## src/rtl/core/lnws_pkg.sv

```systemverilog
// Shared types, constants and the microcode program of the LCD nibble write sequencer.
package lnws_pkg;

  // Request opcodes.
  typedef enum logic [1:0] {
    OP_INIT = 2'd0,
    OP_CMD  = 2'd1,
    OP_CHAR = 2'd2,
    OP_POS  = 2'd3
  } op_e;

  // Configuration register indexes.
  localparam logic [1:0] CFG_PULSE  = 2'd0;
  localparam logic [1:0] CFG_SETUP  = 2'd1;
  localparam logic [1:0] CFG_SETTLE = 2'd2;

  localparam logic [7:0]  PULSE_RST  = 8'd1;
  localparam logic [9:0]  SETUP_RST  = 10'd50;
  localparam logic [11:0] SETTLE_RST = 12'd675;

  // Fixed power-up waits in microseconds.
  localparam logic [13:0] INIT_WAIT_US   = 14'd15000;
  localparam logic [13:0] SECOND_WAIT_US = 14'd5000;
  localparam logic [13:0] SHORT_WAIT_US  = 14'd200;

  localparam logic [7:0] POS_BASE = 8'h80;

  // Microcode addresses.
  localparam logic [3:0] UA_INIT = 4'd0;
  localparam logic [3:0] UA_BYTE = 4'd11;

  // Configuration register contents.
  typedef struct packed {
    logic [7:0]  pulse;
    logic [9:0]  setup;
    logic [11:0] settle;
  } cfg_t;

  // Data nibble source.
  typedef enum logic [2:0] {
    NIB_ZERO,
    NIB_THREE,
    NIB_TWO,
    NIB_HI,
    NIB_LO
  } nib_sel_e;

  // Hold time source.
  typedef enum logic [2:0] {
    HOLD_INIT,
    HOLD_SECOND,
    HOLD_SHORT,
    HOLD_PULSE,
    HOLD_SETUP_PULSE,
    HOLD_SETTLE
  } hold_sel_e;

  // Sequencing: fall through, or end of byte with a jump back while bytes remain.
  typedef enum logic {
    BR_NEXT,
    BR_BYTE_LOOP
  } br_e;

  // One control word.
  typedef struct packed {
    logic      en;
    nib_sel_e  nib;
    hold_sel_e hold;
    br_e       br;
    logic [3:0] target;
  } uword_t;

  // Control from the sequencer to the segment datapath.
  typedef struct packed {
    logic       load;
    logic       adv;
    uword_t     uw;
    logic [1:0] idx;
    logic       init;
    logic       last;
  } dp_ctrl_t;

  function automatic uword_t uw_mk(logic en, nib_sel_e nib, hold_sel_e hold, br_e br);
    uword_t w;
    w.en     = en;
    w.nib    = nib;
    w.hold   = hold;
    w.br     = br;
    w.target = UA_BYTE;
    return w;
  endfunction

  // The program: power-up nibbles, then the shared five-step byte transfer.
  function automatic uword_t ucode_rom(logic [3:0] addr);
    uword_t w;
    unique case (addr)
      4'd0:    w = uw_mk(1'b0, NIB_ZERO,  HOLD_INIT,        BR_NEXT);
      4'd1:    w = uw_mk(1'b0, NIB_THREE, HOLD_PULSE,       BR_NEXT);
      4'd2:    w = uw_mk(1'b1, NIB_THREE, HOLD_PULSE,       BR_NEXT);
      4'd3:    w = uw_mk(1'b0, NIB_THREE, HOLD_SECOND,      BR_NEXT);
      4'd4:    w = uw_mk(1'b1, NIB_THREE, HOLD_PULSE,       BR_NEXT);
      4'd5:    w = uw_mk(1'b0, NIB_THREE, HOLD_SHORT,       BR_NEXT);
      4'd6:    w = uw_mk(1'b1, NIB_THREE, HOLD_PULSE,       BR_NEXT);
      4'd7:    w = uw_mk(1'b0, NIB_THREE, HOLD_SHORT,       BR_NEXT);
      4'd8:    w = uw_mk(1'b0, NIB_TWO,   HOLD_PULSE,       BR_NEXT);
      4'd9:    w = uw_mk(1'b1, NIB_TWO,   HOLD_PULSE,       BR_NEXT);
      4'd10:   w = uw_mk(1'b0, NIB_TWO,   HOLD_PULSE,       BR_NEXT);
      4'd11:   w = uw_mk(1'b0, NIB_HI,    HOLD_SETUP_PULSE, BR_NEXT);
      4'd12:   w = uw_mk(1'b1, NIB_HI,    HOLD_PULSE,       BR_NEXT);
      4'd13:   w = uw_mk(1'b0, NIB_LO,    HOLD_PULSE,       BR_NEXT);
      4'd14:   w = uw_mk(1'b1, NIB_LO,    HOLD_PULSE,       BR_NEXT);
      default: w = uw_mk(1'b0, NIB_LO,    HOLD_SETTLE,      BR_BYTE_LOOP);
    endcase
    return w;
  endfunction

  // Command bytes sent after the power-up nibbles.
  function automatic logic [7:0] init_cmd(logic [1:0] idx);
    logic [7:0] b;
    unique case (idx)
      2'd0:    b = 8'h28;
      2'd1:    b = 8'h0F;
      2'd2:    b = 8'h01;
      default: b = 8'h06;
    endcase
    return b;
  endfunction

endpackage

```

## src/rtl/core/lnws_intf.sv

```systemverilog
// Channel interfaces: requests, pin segments and configuration writes.

// Request channel.
interface lnws_req_if;
  logic       valid;
  logic       ready;
  logic [1:0] op;
  logic [7:0] value;
  modport source (output valid, output op, output value, input ready);
  modport sink   (input valid, input op, input value, output ready);
endinterface

// Pin segment channel.
interface lnws_seg_if;
  logic        valid;
  logic        ready;
  logic        reg_select;
  logic        read_write;
  logic        enable;
  logic [3:0]  nibble;
  logic [13:0] hold_us;
  logic        last;
  modport source (output valid, output reg_select, output read_write, output enable,
                  output nibble, output hold_us, output last, input ready);
  modport sink   (input valid, input reg_select, input read_write, input enable,
                  input nibble, input hold_us, input last, output ready);
endinterface

// Configuration write channel.
interface lnws_cfg_if;
  logic        valid;
  logic        ready;
  logic [1:0]  index;
  logic [11:0] data;
  modport source (output valid, output index, output data, input ready);
  modport sink   (input valid, input index, input data, output ready);
endinterface

```

## src/rtl/core/lnws_cfg_regs.sv

```systemverilog
// Configuration register file: pulse, setup and settle times.
module lnws_cfg_regs import lnws_pkg::*; (
  input  logic        clk_i,
  input  logic        rst_ni,
  input  logic        wr_valid_i,
  output logic        wr_ready_o,
  input  logic [1:0]  wr_index_i,
  input  logic [11:0] wr_data_i,
  output cfg_t        cfg_o
);

  cfg_t cfg_q, cfg_d;

  assign wr_ready_o = 1'b1;

  // Decode the write; an index beyond the list leaves everything unchanged.
  always_comb begin
    cfg_d = cfg_q;
    if (wr_valid_i) begin
      unique case (wr_index_i)
        CFG_PULSE:  cfg_d.pulse  = wr_data_i[7:0];
        CFG_SETUP:  cfg_d.setup  = wr_data_i[9:0];
        CFG_SETTLE: cfg_d.settle = wr_data_i;
        default:    cfg_d = cfg_q;
      endcase
    end
  end

  always_ff @(posedge clk_i or negedge rst_ni) begin
    if (!rst_ni) begin
      cfg_q.pulse  <= PULSE_RST;
      cfg_q.setup  <= SETUP_RST;
      cfg_q.settle <= SETTLE_RST;
    end else begin
      cfg_q <= cfg_d;
    end
  end

  assign cfg_o = cfg_q;

endmodule

```

## src/rtl/core/lnws_useq.sv

```systemverilog
// Microcode sequencer: step counter, program fetch, byte loop and handshakes.
module lnws_useq import lnws_pkg::*; (
  input  logic       clk_i,
  input  logic       rst_ni,
  input  logic       req_valid_i,
  output logic       req_ready_o,
  input  logic [1:0] req_op_i,
  output logic       seg_valid_o,
  input  logic       seg_ready_i,
  output dp_ctrl_t   ctrl_o
);

  logic       busy_q, busy_d;
  logic [3:0] pc_q, pc_d;
  logic [1:0] idx_q, idx_d;
  logic       init_q, init_d;
  logic       vld_q, vld_d;
  logic       load, adv, more;
  uword_t     uw;

  // Fetch the current control word.
  assign uw = ucode_rom(pc_q);

  // A new request is taken only while no program runs.
  assign req_ready_o = !busy_q;
  assign load        = req_valid_i && !busy_q;
  assign adv         = busy_q && (!vld_q || seg_ready_i);

  // More command bytes remain only in the initialisation program.
  assign more = init_q && (idx_q != 2'd3);

  // Next step, byte index and output valid.
  always_comb begin
    busy_d = busy_q;
    pc_d   = pc_q;
    idx_d  = idx_q;
    init_d = init_q;
    vld_d  = vld_q;
    if (seg_ready_i) begin
      vld_d = 1'b0;
    end
    if (load) begin
      busy_d = 1'b1;
      init_d = (req_op_i == OP_INIT);
      pc_d   = (req_op_i == OP_INIT) ? UA_INIT : UA_BYTE;
      idx_d  = 2'd0;
    end else if (adv) begin
      vld_d = 1'b1;
      unique case (uw.br)
        BR_NEXT: begin
          pc_d = pc_q + 4'd1;
        end
        BR_BYTE_LOOP: begin
          if (more) begin
            pc_d  = uw.target;
            idx_d = idx_q + 2'd1;
          end else begin
            busy_d = 1'b0;
          end
        end
        default: pc_d = pc_q;
      endcase
    end
  end

  always_ff @(posedge clk_i or negedge rst_ni) begin
    if (!rst_ni) begin
      busy_q <= 1'b0;
      pc_q   <= UA_INIT;
      idx_q  <= 2'd0;
      init_q <= 1'b0;
      vld_q  <= 1'b0;
    end else begin
      busy_q <= busy_d;
      pc_q   <= pc_d;
      idx_q  <= idx_d;
      init_q <= init_d;
      vld_q  <= vld_d;
    end
  end

  // Control to the datapath.
  always_comb begin
    ctrl_o.load = load;
    ctrl_o.adv  = adv;
    ctrl_o.uw   = uw;
    ctrl_o.idx  = idx_q;
    ctrl_o.init = init_q;
    ctrl_o.last = (uw.br == BR_BYTE_LOOP) && !more;
  end

  assign seg_valid_o = vld_q;

endmodule

```

## src/rtl/core/lnws_seg_dp.sv

```systemverilog
// Segment datapath: request byte, nibble and hold selection, output register.
module lnws_seg_dp import lnws_pkg::*; (
  input  logic        clk_i,
  input  dp_ctrl_t    ctrl_i,
  input  cfg_t        cfg_i,
  input  logic [1:0]  op_i,
  input  logic [7:0]  value_i,
  output logic        reg_select_o,
  output logic        enable_o,
  output logic [3:0]  nibble_o,
  output logic [13:0] hold_us_o,
  output logic        last_o
);

  logic [7:0]  byte_q, byte_d;
  logic        rs_q, rs_d;
  logic [7:0]  byte_cur;
  logic [3:0]  nib_d;
  logic [13:0] hold_d;
  logic        en_q, last_q, rso_q;
  logic [3:0]  nib_q;
  logic [13:0] hold_q;

  // Byte and register select of an incoming request.
  always_comb begin
    rs_d = (op_i == OP_CHAR);
    unique case (op_i)
      OP_POS:  byte_d = 8'(POS_BASE + value_i);
      default: byte_d = value_i;
    endcase
  end

  always_ff @(posedge clk_i) begin
    if (ctrl_i.load) begin
      byte_q <= byte_d;
      rs_q   <= rs_d;
    end
  end

  // Byte in flight: a fixed command during initialisation, else the request byte.
  assign byte_cur = ctrl_i.init ? init_cmd(ctrl_i.idx) : byte_q;

  // Data nibble of this step.
  always_comb begin
    unique case (ctrl_i.uw.nib)
      NIB_ZERO:  nib_d = 4'h0;
      NIB_THREE: nib_d = 4'h3;
      NIB_TWO:   nib_d = 4'h2;
      NIB_HI:    nib_d = byte_cur[7:4];
      NIB_LO:    nib_d = byte_cur[3:0];
      default:   nib_d = 4'h0;
    endcase
  end

  // Hold time of this step.
  always_comb begin
    unique case (ctrl_i.uw.hold)
      HOLD_INIT:        hold_d = INIT_WAIT_US;
      HOLD_SECOND:      hold_d = SECOND_WAIT_US;
      HOLD_SHORT:       hold_d = SHORT_WAIT_US;
      HOLD_PULSE:       hold_d = 14'(cfg_i.pulse);
      HOLD_SETUP_PULSE: hold_d = 14'(cfg_i.setup) + 14'(cfg_i.pulse);
      HOLD_SETTLE:      hold_d = 14'(cfg_i.settle);
      default:          hold_d = '0;
    endcase
  end

  // Output register, loaded on every step.
  always_ff @(posedge clk_i) begin
    if (ctrl_i.adv) begin
      rso_q  <= ctrl_i.init ? 1'b0 : rs_q;
      en_q   <= ctrl_i.uw.en;
      nib_q  <= nib_d;
      hold_q <= hold_d;
      last_q <= ctrl_i.last;
    end
  end

  assign reg_select_o = rso_q;
  assign enable_o     = en_q;
  assign nibble_o     = nib_q;
  assign hold_us_o    = hold_q;
  assign last_o       = last_q;

endmodule

```

## src/rtl/core/lcd_nibble_write_sequencer_core.sv

```systemverilog
// Top level of the LCD nibble write sequencer: registers, sequencer and datapath.
// After the request transaction the busy flag is set, and then the output register loads the first segment.
// Throughput: one segment per cycle while the sink is ready, one control word per step;
// a byte request takes 5 segments, and the next request is taken once its last step has advanced.
// An initialise request takes 31 segments.
// Reset: pulse_us 1, setup_us 50, settle_us 675, sequencer idle, no segment pending.
module lcd_nibble_write_sequencer_core import lnws_pkg::*; (
  input  logic clk_i,
  input  logic rst_ni,
  lnws_req_if.sink   req_i,
  lnws_seg_if.source seg_o,
  lnws_cfg_if.sink   cfg_i
);

  cfg_t     cfg;
  dp_ctrl_t ctrl;

  // Configuration registers.
  lnws_cfg_regs u_cfg (
    .clk_i      (clk_i),
    .rst_ni     (rst_ni),
    .wr_valid_i (cfg_i.valid),
    .wr_ready_o (cfg_i.ready),
    .wr_index_i (cfg_i.index),
    .wr_data_i  (cfg_i.data),
    .cfg_o      (cfg)
  );

  // Microcode sequencer.
  lnws_useq u_useq (
    .clk_i       (clk_i),
    .rst_ni      (rst_ni),
    .req_valid_i (req_i.valid),
    .req_ready_o (req_i.ready),
    .req_op_i    (req_i.op),
    .seg_valid_o (seg_o.valid),
    .seg_ready_i (seg_o.ready),
    .ctrl_o      (ctrl)
  );

  // Segment datapath.
  lnws_seg_dp u_dp (
    .clk_i        (clk_i),
    .ctrl_i       (ctrl),
    .cfg_i        (cfg),
    .op_i         (req_i.op),
    .value_i      (req_i.value),
    .reg_select_o (seg_o.reg_select),
    .enable_o     (seg_o.enable),
    .nibble_o     (seg_o.nibble),
    .hold_us_o    (seg_o.hold_us),
    .last_o       (seg_o.last)
  );

  // The bus is only ever written.
  assign seg_o.read_write = 1'b0;

endmodule

```

## src/flat_wrapper.sv

```systemverilog
// flat-port wrapper written by rule: the top's interface ports become plain ports
module lcd_nibble_write_sequencer_core_flat import lnws_pkg::*;
  (clk_i, rst_ni, req_i_valid, req_i_op, req_i_value, req_i_ready, seg_o_valid, seg_o_reg_select, seg_o_read_write, seg_o_enable, seg_o_nibble, seg_o_hold_us, seg_o_last, seg_o_ready, cfg_i_valid, cfg_i_index, cfg_i_data, cfg_i_ready);
  lnws_req_if req_i_i ();
  lnws_seg_if seg_o_i ();
  lnws_cfg_if cfg_i_i ();
  input  logic clk_i;
  input  logic rst_ni;
  input wire logic [$bits(req_i_i.valid)-1:0] req_i_valid;
  input wire logic [$bits(req_i_i.op)-1:0] req_i_op;
  input wire logic [$bits(req_i_i.value)-1:0] req_i_value;
  output wire logic [$bits(req_i_i.ready)-1:0] req_i_ready;
  output wire logic [$bits(seg_o_i.valid)-1:0] seg_o_valid;
  output wire logic [$bits(seg_o_i.reg_select)-1:0] seg_o_reg_select;
  output wire logic [$bits(seg_o_i.read_write)-1:0] seg_o_read_write;
  output wire logic [$bits(seg_o_i.enable)-1:0] seg_o_enable;
  output wire logic [$bits(seg_o_i.nibble)-1:0] seg_o_nibble;
  output wire logic [$bits(seg_o_i.hold_us)-1:0] seg_o_hold_us;
  output wire logic [$bits(seg_o_i.last)-1:0] seg_o_last;
  input wire logic [$bits(seg_o_i.ready)-1:0] seg_o_ready;
  input wire logic [$bits(cfg_i_i.valid)-1:0] cfg_i_valid;
  input wire logic [$bits(cfg_i_i.index)-1:0] cfg_i_index;
  input wire logic [$bits(cfg_i_i.data)-1:0] cfg_i_data;
  output wire logic [$bits(cfg_i_i.ready)-1:0] cfg_i_ready;
  assign req_i_i.valid = req_i_valid;
  assign req_i_i.op = req_i_op;
  assign req_i_i.value = req_i_value;
  assign req_i_ready = req_i_i.ready;
  assign seg_o_valid = seg_o_i.valid;
  assign seg_o_reg_select = seg_o_i.reg_select;
  assign seg_o_read_write = seg_o_i.read_write;
  assign seg_o_enable = seg_o_i.enable;
  assign seg_o_nibble = seg_o_i.nibble;
  assign seg_o_hold_us = seg_o_i.hold_us;
  assign seg_o_last = seg_o_i.last;
  assign seg_o_i.ready = seg_o_ready;
  assign cfg_i_i.valid = cfg_i_valid;
  assign cfg_i_i.index = cfg_i_index;
  assign cfg_i_i.data = cfg_i_data;
  assign cfg_i_ready = cfg_i_i.ready;
  lcd_nibble_write_sequencer_core u_core (.clk_i(clk_i), .rst_ni(rst_ni), .req_i(req_i_i), .seg_o(seg_o_i), .cfg_i(cfg_i_i));
endmodule
```

## config.mk

```make
export PLATFORM = sky130hd
export DESIGN_NAME = lcd_nibble_write_sequencer_core_flat
export DESIGN_NICKNAME = d
export VERILOG_FILES = /design/src/rtl/core/lnws_pkg.sv /design/src/rtl/core/lnws_intf.sv /design/src/rtl/core/lnws_cfg_regs.sv /design/src/rtl/core/lnws_useq.sv /design/src/rtl/core/lnws_seg_dp.sv /design/src/rtl/core/lcd_nibble_write_sequencer_core.sv /design/src/flat_wrapper.sv
export SDC_FILE = /design/constraint.sdc
export NUM_CORES = 1
export LEC_CHECK = 0
export BUFFER_PORTS_ARGS = -buffer_cell sky130_fd_sc_hd__buf_2
export CORE_UTILIZATION = 45
export CTS_BUF_LIST = sky130_fd_sc_hd__clkbuf_16
export CTS_CLUSTER_SIZE = 14
export DETAILED_ROUTE_END_ITERATION = 12
export PLACE_DENSITY = 0.69
export SYNTH_ARGS = -nofsm -noshare
export SYNTH_HDL_FRONTEND = slang
export SYNTH_SLANG_ARGS = --single-unit
```

## constraint.sdc

```tcl
create_clock -name clk_i -period 4.05 [get_ports clk_i]
set_input_delay 0.405 -clock clk_i [delete_from_list [all_inputs] [get_ports clk_i]]
set_output_delay 0.405 -clock clk_i [all_outputs]
set_load 0.005 [all_outputs]
```

# Word level (Yosys, flattened, before mapping)
# Memory sizes are Yosys's and may differ from the RTL's.
# Index checks and enable logic that the tools add are counted.
# Widths: inputs -> output; s select.
# totals
reg_bits,69
romBits,128
inputBits,29
out_inout_bits,25
elab_cells,81
n_memories,1
# memory_table
name,words,width,read_ports,rd_clocked_by_memory_dff,wr,line_no,text
(no name shown),16,8,1,0,0,lnws_pkg.sv:96,unique case (addr)
# op_classes
addsub,4
eq_ne,18
n_mux,21
bitwise,1
n_reduce_logical,21
# ops
operator,n
$pmux 14 s6,1
$pmux 6 s3,1
$mux 4,4
$mux 8,2
$pmux 4 s4,1
$eq 3x2->1 const B,4
$add 10x8->11,1
$eq 3x3->1 const B,3
$add 8x8->8 const A,1
$eq 2x2->1 const B,4
$mux 2,4
$pmux 4 s2,1
$reduce_and 2->1,4
$mux 1,7
$eq 3x1->1 const B,2
$logic_not 2->1,3
$reduce_and 3->1,2
$reduce_bool 2->1,3
$add 4x1->4 const B,1
$eq 2x1->1 const B,2
$logic_and 1x1->1,4
$ne 2x2->1 const B,2
$logic_not 1->1,3
$logic_not 3->1,1
4 further kinds,4

# Depth between registers and ports, before layout
# Gate-level depths: netlist of run 1.
# depth
depth_word,6
depth_mapped,9
depth_no_buf,7

# Modules after synthesis
# From an unflattened synthesis of run 1, not the netlist that was laid out.
# hier_totals
cells_unflattened,317
hier_area_um2,3672.3
# by_module_without_submodules
module,n_inst,cells_each,area_per_inst_um2,seq_area_each_um2
lnws_seg_dp,1,165,1791.7,900.9
lnws_cfg_regs,1,67,1157.4,762.0
lnws_useq,1,83,711.9,225.2
lcd_nibble_write_sequencer_core,1,2,11.3,0.0

# Worst setup path after synthesis of run 1
# OpenSTA, ideal clock, no wires.
# synth_timing
path_type,register to register
from,"reg u_core.u_cfg.cfg_q, in the netlist u_core.u_cfg.cfg_o[12]"
to,"reg u_core.u_dp.hold_q[8], in the netlist u_core.u_dp.hold_us_o[8] (data pin)"
setup_time_ns,0.264
t_arrival_ns,1.722
required_ns,3.786
setup_slack_ns,2.064
path_stages_with_launch,8
n_path_buf,0
synth_period_minus_slack_ns,1.986
cell_sequence,dfrtp_1 -> ha_1 -> fa_1 -> a211oi_1 -> o211ai_1 -> nand2_1 -> xor2_1 -> o32ai_1
# synth_via
elab_chain_cells,2
# synth_rtl
element,line_no,text
"start, declared",lnws_cfg_regs.sv:12,"cfg_t cfg_q, cfg_d;"
"start signal, assigned",lnws_cfg_regs.sv:35,cfg_q <= cfg_d;
$add 10x8->11,lnws_seg_dp.sv:62,HOLD_SETUP_PULSE: hold_d = 14'(cfg_i.setup) + 14'(cfg_i.pulse);
$pmux 14 s6,lnws_seg_dp.sv:57,unique case (ctrl_i.uw.hold)
net u_core.u_dp.hold_d[8],lnws_seg_dp.sv:19,logic [13:0] hold_d;
"end signal, assigned",lnws_seg_dp.sv:74,hold_q <= hold_d;
"end, declared",lnws_seg_dp.sv:22,logic [13:0] hold_q;
# The timed path passes the listed nets, and every way through them passes these cells.
# A chain may end at the register's enable or synchronous reset.

# Worst setup path after layout of run 1
# layout_timing
from,reg u_core.u_useq.pc_q[0]
to,"reg u_core.u_dp.hold_q[9], in the netlist u_core.u_dp.hold_us_o[9] (data pin)"
# layout_via
elab_chain_cells,3
elab_cells_between_ends,8
cone_classes,eq/ne: 5; mux: 1; reduce/logical: 1; memory: 1
# layout_rtl
element,line_no,text
"start, declared",lnws_useq.sv:14,"logic [3:0] pc_q, pc_d;"
"start signal, assigned",lnws_useq.sv:75,pc_q <= pc_d;
$mem_v2 16x8 (*),n/a,
$eq 3x3->1 (tied with other cells),lnws_seg_dp.sv:57,
$pmux 14 s6 (*),lnws_seg_dp.sv:57,
net u_core.u_dp.hold_d[9],lnws_seg_dp.sv:19,
# The timed path passes the listed nets; every way through them passes the cells marked *.

==> flow_summary.yaml, run 1 <==
final_layout:
  area_growth_pct: 15.61
  stdcell_area_um2: 4134
  antennaDiodeCount: 0
  nNetsFinal: 400
  fillers: 679
  drive_gt1_share_pct: 29.13
  regArea_um2: 1888
  multi_input_comb_area_um2: 1560
  fin_cells: 459
power:
  power.total_w: 0.002794
  p_leak_nw: 1.771
  p_clk_share_pct: 23.8
  swShare_pct: 35.10
  p_int_w: 0.001813
  seq_power_share_pct: 40.3
  switching_power_w: 0.0009809
  pwr-share-comb_pct: 35.9
  irDropWorstVdd_mv: 0.3090
  pwr_density_cell_nw_per_um2: 675.9
timing:
  period_share_pct: 58.32
  min_period_ns: 2.362
  grt_setup_unrepaired: "false"
  tns_ns: 0
  slew_violations: 0
  slew_headroom_pct: 39.97
  worstMarginPinSlew_ns: 0.9004
  setup_ws_ns: 1.688
  skew_ns: 0.006360
  hold_viol: 0
  fmax_mhz: 423.4
  setup_viol: 0
setup_path:
  critPathKind: "flip-flop to flip-flop"
  crit_chain: "ha_1 -> ha_1 -> nand2_1 -> o21a_1 -> nor3b_1 -> mux2i_1 -> o221ai_1"
  arrival_ns: 2.40
  end_kind: "flip-flop"
  cpPeakStageDelay_ns: 0.47
  slowest_stage: "dfrtp_1"
  start_kind: "flip-flop"
  crit_path_max_fanout: 10
  cp.required_ns: 4.09
  crit_family: "adder cells"
  crit_buf_inv: 0
  crit_top_cell: "ha_1"
clock_tree:
  cts_resized: 0
  cts_num_sinks: 69
  cts_buffers: 9
  cts_tree: "done"
  holdBufCountCts: 0
  root_buffer: "clkbuf_16"
  clk_latency_ns: 0.33
  post_cts.repair.setup_buffers: 0
  htree_levels: 3
  clk_path_buf_depth: 2
  clk_pin_slew_ns: 0.05
logic_synthesis:
  postSynthCellCount: 302
  yosys_warnings: 0
  synth-edff-count: 30
  synth_seq_cells: 69
  synth-seq-area-share_pct: 52.80
  ys_async_sr_fraction_pct: 56.52
  synth.top_cell.area_share_pct: 25.19
  synth_flop_cell: "edfxtp_1"
  syn-num-nets: 350
  synth_area_leader_cell: "edfxtp_1"
  syn_area_um2: 3576
  avgSynthCellArea_um2: 11.84
  synth_area_leaders: "edfxtp_1 (25%), dfrtp_1 (21%), mux2_2 (7.2%)"
  synth_commonest_cells: "dfrtp_1 (30), edfxtp_1 (30), nand2_1 (26), nor2_1 (24), mux2_2 (23)"
  synth.distinct_cells: 55
drt:
  drc: 0
  dr_total_vias: 2439
  drtAntennaViolNets: 0
  drt_iter0_markers: 95
  wl_per_cell_um: 15.49
  first_pass_iters: 6
  wl_mm: 7.110
  detail_route.vias_per_cell: 5.314
floorplan:
  pin_count: 54
  rows: 32
  die_h_um: 91.15
  start_util_pct: 46.52
  die_x_um: 91.15
  coreArea_um2: 7687
  dieArea_um2: 8307
min_path:
  hp-class: "primary input to asynchronous set/reset pin"
global_routing:
  grtUsageTotal_pct: 18.40
  grt_pass1_vias: 2388
  gr-total-overflow: 0
  antenna_found_initial: 0
  grt_first_pass_wirelength_mm: 11.69
  grt_start_max_net_pins: 40
place:
  placed_area_um2: 3880
  port_buffers: 51
  dp_slack_ns: 1.708
  post-place-cells: 443
  place_hpwl_mm: 4.829
  gp_congestion: 0.7978
run_status:
  status: "completed"
job:
  drv_cap: 0
-- power groups by stage --
stage / combinational (W) / sequential (W) / clock (W)
2_1_floorplan: 0.000800 / 0.00109 / 0
3_5_place_dp: 0.000989 / 0.00114 / 0
4_1_cts: 0.00100 / 0.00113 / 0.000682
5_1_grt: 0.00113 / 0.00115 / 0.000706
6_report: 0.00100 / 0.00113 / 0.000666
3_3_place_gp: 0.000973 / 0.00113 / 0
-- flip-flops by register name (all words and copies together) (netlist names) --
| name | flops |
|---|---|
| u_core.u_useq.busy_q | 1 |
| u_core.u_useq.idx_q | 2 |
| u_core.u_useq.pc_q | 4 |
| u_core.u_dp.last_o | 1 |
| u_core.u_useq.init_q | 1 |
| u_core.u_dp.enable_o | 1 |
| u_core.u_dp.nibble_o | 4 |
| u_core.u_dp.reg_select_o | 1 |
| u_core.u_dp.rs_q | 1 |
| u_core.u_dp.byte_q | 8 |
| u_core.u_dp.hold_us_o | 14 |
| u_core.u_useq.seg_valid_o | 1 |
| u_core.u_cfg.cfg_o | 30 |
-- per-stage QoR --
stage	utilization [%]	hold WS [ns]
2_1_floorplan	-	0.1094
3_3_place_gp	50.47	0.4822
3_5_place_dp	50.47	0.4862
4_1_cts	53.78	0.2381
5_1_grt	53.78	0.2411
6_report	53.78	0.2050
-- worst reg2reg max path, stage by stage (launching register included) --
cell and delay (ns):
dfrtp_1 0.47, ha_1 0.34, ha_1 0.32, nand2_1 0.14
o21a_1 0.40, nor3b_1 0.10, mux2i_1 0.16, o221ai_1 0.14
-- layout by cell type, fill, tap and decap left out, types with 2 or more instances in the layout --
| master | instances |
|---|---|
| buf_2 | 51 |
| nor3b_1 | 2 |
| conb_1 | 2 |
| clkbuf_16 | 9 |
| o21ai_0 | 8 |
| o221ai_1 | 4 |
| nand3b_1 | 2 |
| dfstp_2 | 9 |
| a21o_1 | 3 |
| nand3_1 | 7 |
| ha_1 | 18 |
| dfrtp_1 | 30 |
| and3_1 | 2 |
| xnor2_1 | 4 |
| mux2i_1 | 8 |
| clkinv_2 | 2 |
| o21ai_1 | 8 |
| and2_1 | 3 |
| inv_1 | 13 |
| nor3_1 | 2 |
| nor2_1 | 24 |
| mux2_1 | 7 |
| edfxtp_1 | 30 |
| a21oi_2 | 2 |
| a21oi_1 | 10 |
| mux2_2 | 23 |
| o31ai_1 | 3 |
| o21a_1 | 2 |
| nor2b_1 | 3 |
| nand2_1 | 26 |
| a211oi_1 | 2 |
| xor2_1 | 4 |
| nand2b_1 | 3 |
| inv_2 | 2 |
| o211ai_1 | 4 |
| a22oi_1 | 5 |
-- per-layer routing --
metal | track usage (%) | wire length, µm | vias to the layer above
li1 | - | - | 1197
met1 | 25.18 | 3414 | 1167
met2 | 28.35 | 3257 | 64
met3 | 4.104 | 334 | 11
met4 | 7.540 | 104 | 0
met5 | 0 | 0 | -
-- area by class of cell --
type | instances | area share [%]
clock buffers | 9 | 5.448
clock inverters | 7 | 0.6961
inverters | 11 | 0.9988
multi-input cells | 209 | 37.74
flip-flops and latches | 69 | 45.67
well taps | 102 | 3.087
repair buffers | 52 | 6.356
-- path summary, 6_finish.rpt --
kind	startpoint	slack (ns)	depth (start not counted)	to
max in group asynchronous	rst_ni	3.28	1	u_core.u_cfg.cfg_o[4]
worst min register to register	u_core.u_useq.busy_q	0.49	2	u_core.u_useq.seg_valid_o
min in group clk_i	req_i_value[1]	0.25	1	u_core.u_dp.byte_q[1]
worst min-delay path	rst_ni	0.21	1	u_core.u_cfg.cfg_o[6]
worst max register to register	u_core.u_useq.pc_q[0]	1.69	7	u_core.u_dp.hold_us_o[9]
worst max-delay path	u_core.u_useq.pc_q[0]	1.69	7	u_core.u_dp.hold_us_o[9]
-- logic make-up after synthesis --
logic type               Yosys count  share of synthesized area [%]
AO/OA/AOI/OAI                     63                          11.86
multiplexers                      38                          11.69
adder cells (fa/ha/maj)           19                          6.858
buffers and inverters             24                          3.569
AND/OR/NAND/NOR                   79                          11.06
flip-flops                        69                          52.80
XOR/XNOR                           8                          1.959
other                              2                         0.2100
Note: power is estimated with default switching activity, not from simulation.
==> inputs of run 2 (changes only) <==
clock period = 2.4 ns   (was 4.05 ns; I/O delays follow)
==> run 2 against run 1 <==
  * Clock-buffer cell count did not move
  * First-iteration DRC count rose by 63%
  * Utilization rose by 0.67 points
  * Register-to-register slack got worse by 1.6 ns
  * Setup slack got worse by 1.6 ns
  * Fmax rose by 3.6%
  * Final cell count rose by 0.65%
  * Sequential share of layout area fell by 0.56 points
  * Sequential power rose by 66%
  * Largest power group unchanged
==> flow_summary.yaml, run 2 (synthesized netlist as in run 1, its figures left out) <==
global_routing:
  antenna_found_initial: 0
  grt_start_max_net_pins: 40
  gr-total-overflow: 0
  grtUsageTotal_pct: 18.34
  grt_pass1_vias: 2311
  grt_first_pass_wirelength_mm: 11.59
clock_tree:
  holdBufCountCts: 0
  root_buffer: "clkbuf_16"
  cts_buffers: 9
  clk_pin_slew_ns: 0.05
  clk_latency_ns: 0.32
  cts_resized: 0
  post_cts.repair.setup_buffers: 0
  cts_num_sinks: 69
  cts_tree: "done"
  clk_path_buf_depth: 2
  htree_levels: 3
floorplan:
  coreArea_um2: 7687
  pin_count: 54
  die_h_um: 91.15
  rows: 32
  dieArea_um2: 8307
  die_x_um: 91.15
  start_util_pct: 46.52
setup_path:
  start_kind: "flip-flop"
  rrSetupSlack_ns: 0.12
  slowest_stage: "dfrtp_1"
  end_kind: "flip-flop"
  cpPeakStageDelay_ns: 0.48
  arrival_ns: 2.32
  crit_chain: "ha_1 -> ha_1 -> nand2_1 -> o21a_1 -> nor3b_1 -> mux2i_1 -> o221ai_1"
  cp.required_ns: 2.45
  worstReg2RegEnd: "u_core.u_dp.hold_us_o[9]"
  crit_path_max_fanout: 10
  crit_top_cell: "ha_1"
  crit_family: "adder cells"
  crit_buf_inv: 0
  reg2regPathDepth: 7
  critPathKind: "flip-flop to flip-flop"
  worstReg2RegStart: "u_core.u_useq.pc_q[0]"
drt:
  dr_total_vias: 2455
  drt_iter0_markers: 155
  wl_mm: 7.022
  drc: 0
  detail_route.vias_per_cell: 5.314
  wl_per_cell_um: 15.20
  first_pass_iters: 5
  drtAntennaViolNets: 0
final_layout:
  fillers: 681
  antennaDiodeCount: 0
  regArea_um2: 1888
  multi_input_comb_area_um2: 1560
  layout_commonest_cell: "buf_2"
  largest_register_ffs: 30
  nNetsFinal: 403
  area_growth_pct: 17.04
  drive_gt1_share_pct: 30.56
  layout_common_cells: "buf_2 (51), dfrtp_1 (30), edfxtp_1 (30)"
place:
  port_buffers: 51
  gp_congestion: 0.8430
  place_hpwl_mm: 4.913
  dp_slack_ns: 0.1653
timing:
  min_period_ns: 2.279
  period_share_pct: 94.96
  fmax_mhz: 438.8
  setup_viol: 0
  worstMarginPinSlew_ns: 0.8862
  grt_setup_unrepaired: "false"
  slew_violations: 0
  tns_ns: 0
  skew_ns: 0.003607
  setup_ws_ns: 0.1210
  slew_headroom_pct: 40.92
  hold_viol: 0
power:
  irDropWorstVdd_mv: 0.5817
  pwr_density_cell_nw_per_um2: 1162
  p_leak_nw: 1.792
  power.total_w: 0.004862
run_status:
  status: "completed"
job:
  drv_cap: 0
min_path:
  hp-class: "primary input to asynchronous set/reset pin"
-- run 2: cell count changes in the layout (fill, tap and decap cells not counted) --
cell	previous run	this run
clkinv_2	2	4
inv_1	13	10
buf_4	1	4
bufinv_16	0	1
-- run 2: stage by stage --
| stage | hold slack, ns | instance area [µm²] | cells | util (%) |
|---|---|---|---|---|
| after floorplan | -0.05559 | 3576 | 302 | - |
| after global placement | 0.4120 | 3902 | 446 | 50.77 |
| after detailed placement | 0.4181 | 3902 | 446 | 50.77 |
| after CTS | 0.07444 | 4185 | 462 | 54.44 |
| after global routing | 0.07570 | 4185 | 462 | 54.44 |
| final | 0.04349 | 4185 | 462 | 54.44 |
-- run 2: worst max path at each step --
| stage | cells after the start | from | to |
|---|---|---|---|
| global placement | 7 | u_core.u_cfg.cfg_o[12] | u_core.u_dp.hold_us_o[8] |
| detailed placement | 7 | u_core.u_useq.pc_q[0] | u_core.u_dp.hold_us_o[9] |
| floorplan | 7 | u_core.u_cfg.cfg_o[12] | u_core.u_dp.hold_us_o[8] |
| CTS | 7 | u_core.u_useq.pc_q[0] | u_core.u_dp.hold_us_o[9] |
| finish | 7 | u_core.u_useq.pc_q[0] | u_core.u_dp.hold_us_o[9] |
| global route | 7 | u_core.u_useq.pc_q[0] | u_core.u_dp.hold_us_o[9] |
-- run 2: metal layers --
| metal | GRT usage, % | part of all wire, % | vias up |
|---|---|---|---|
| met5 | 0 | 0 | - |
| met4 | 6.349 | 0.75 | 0 |
| met3 | 5.109 | 5.7 | 4 |
| met2 | 28.03 | 46 | 61 |
| met1 | 25.11 | 47 | 1186 |
| li1 | - | - | 1204 |
-- run 2: area by class of cell --
type	count	share of cell area (%)
clock buffers	9	5.381
clock inverters	7	1.375
inverters	11	0.9865
multi-input cells	209	37.28
flip-flops and latches	69	45.11
well taps	102	3.049
repair buffers	55	6.816
-- run 2: power by group --
part	internal, W	total, W	switching [W]
Sequential	0.00165	0.00188	0.000228
Clock	0.000788	0.00125	0.000460
Combinational	0.000755	0.00174	0.000981
Total	0.00319	0.00486	0.00167
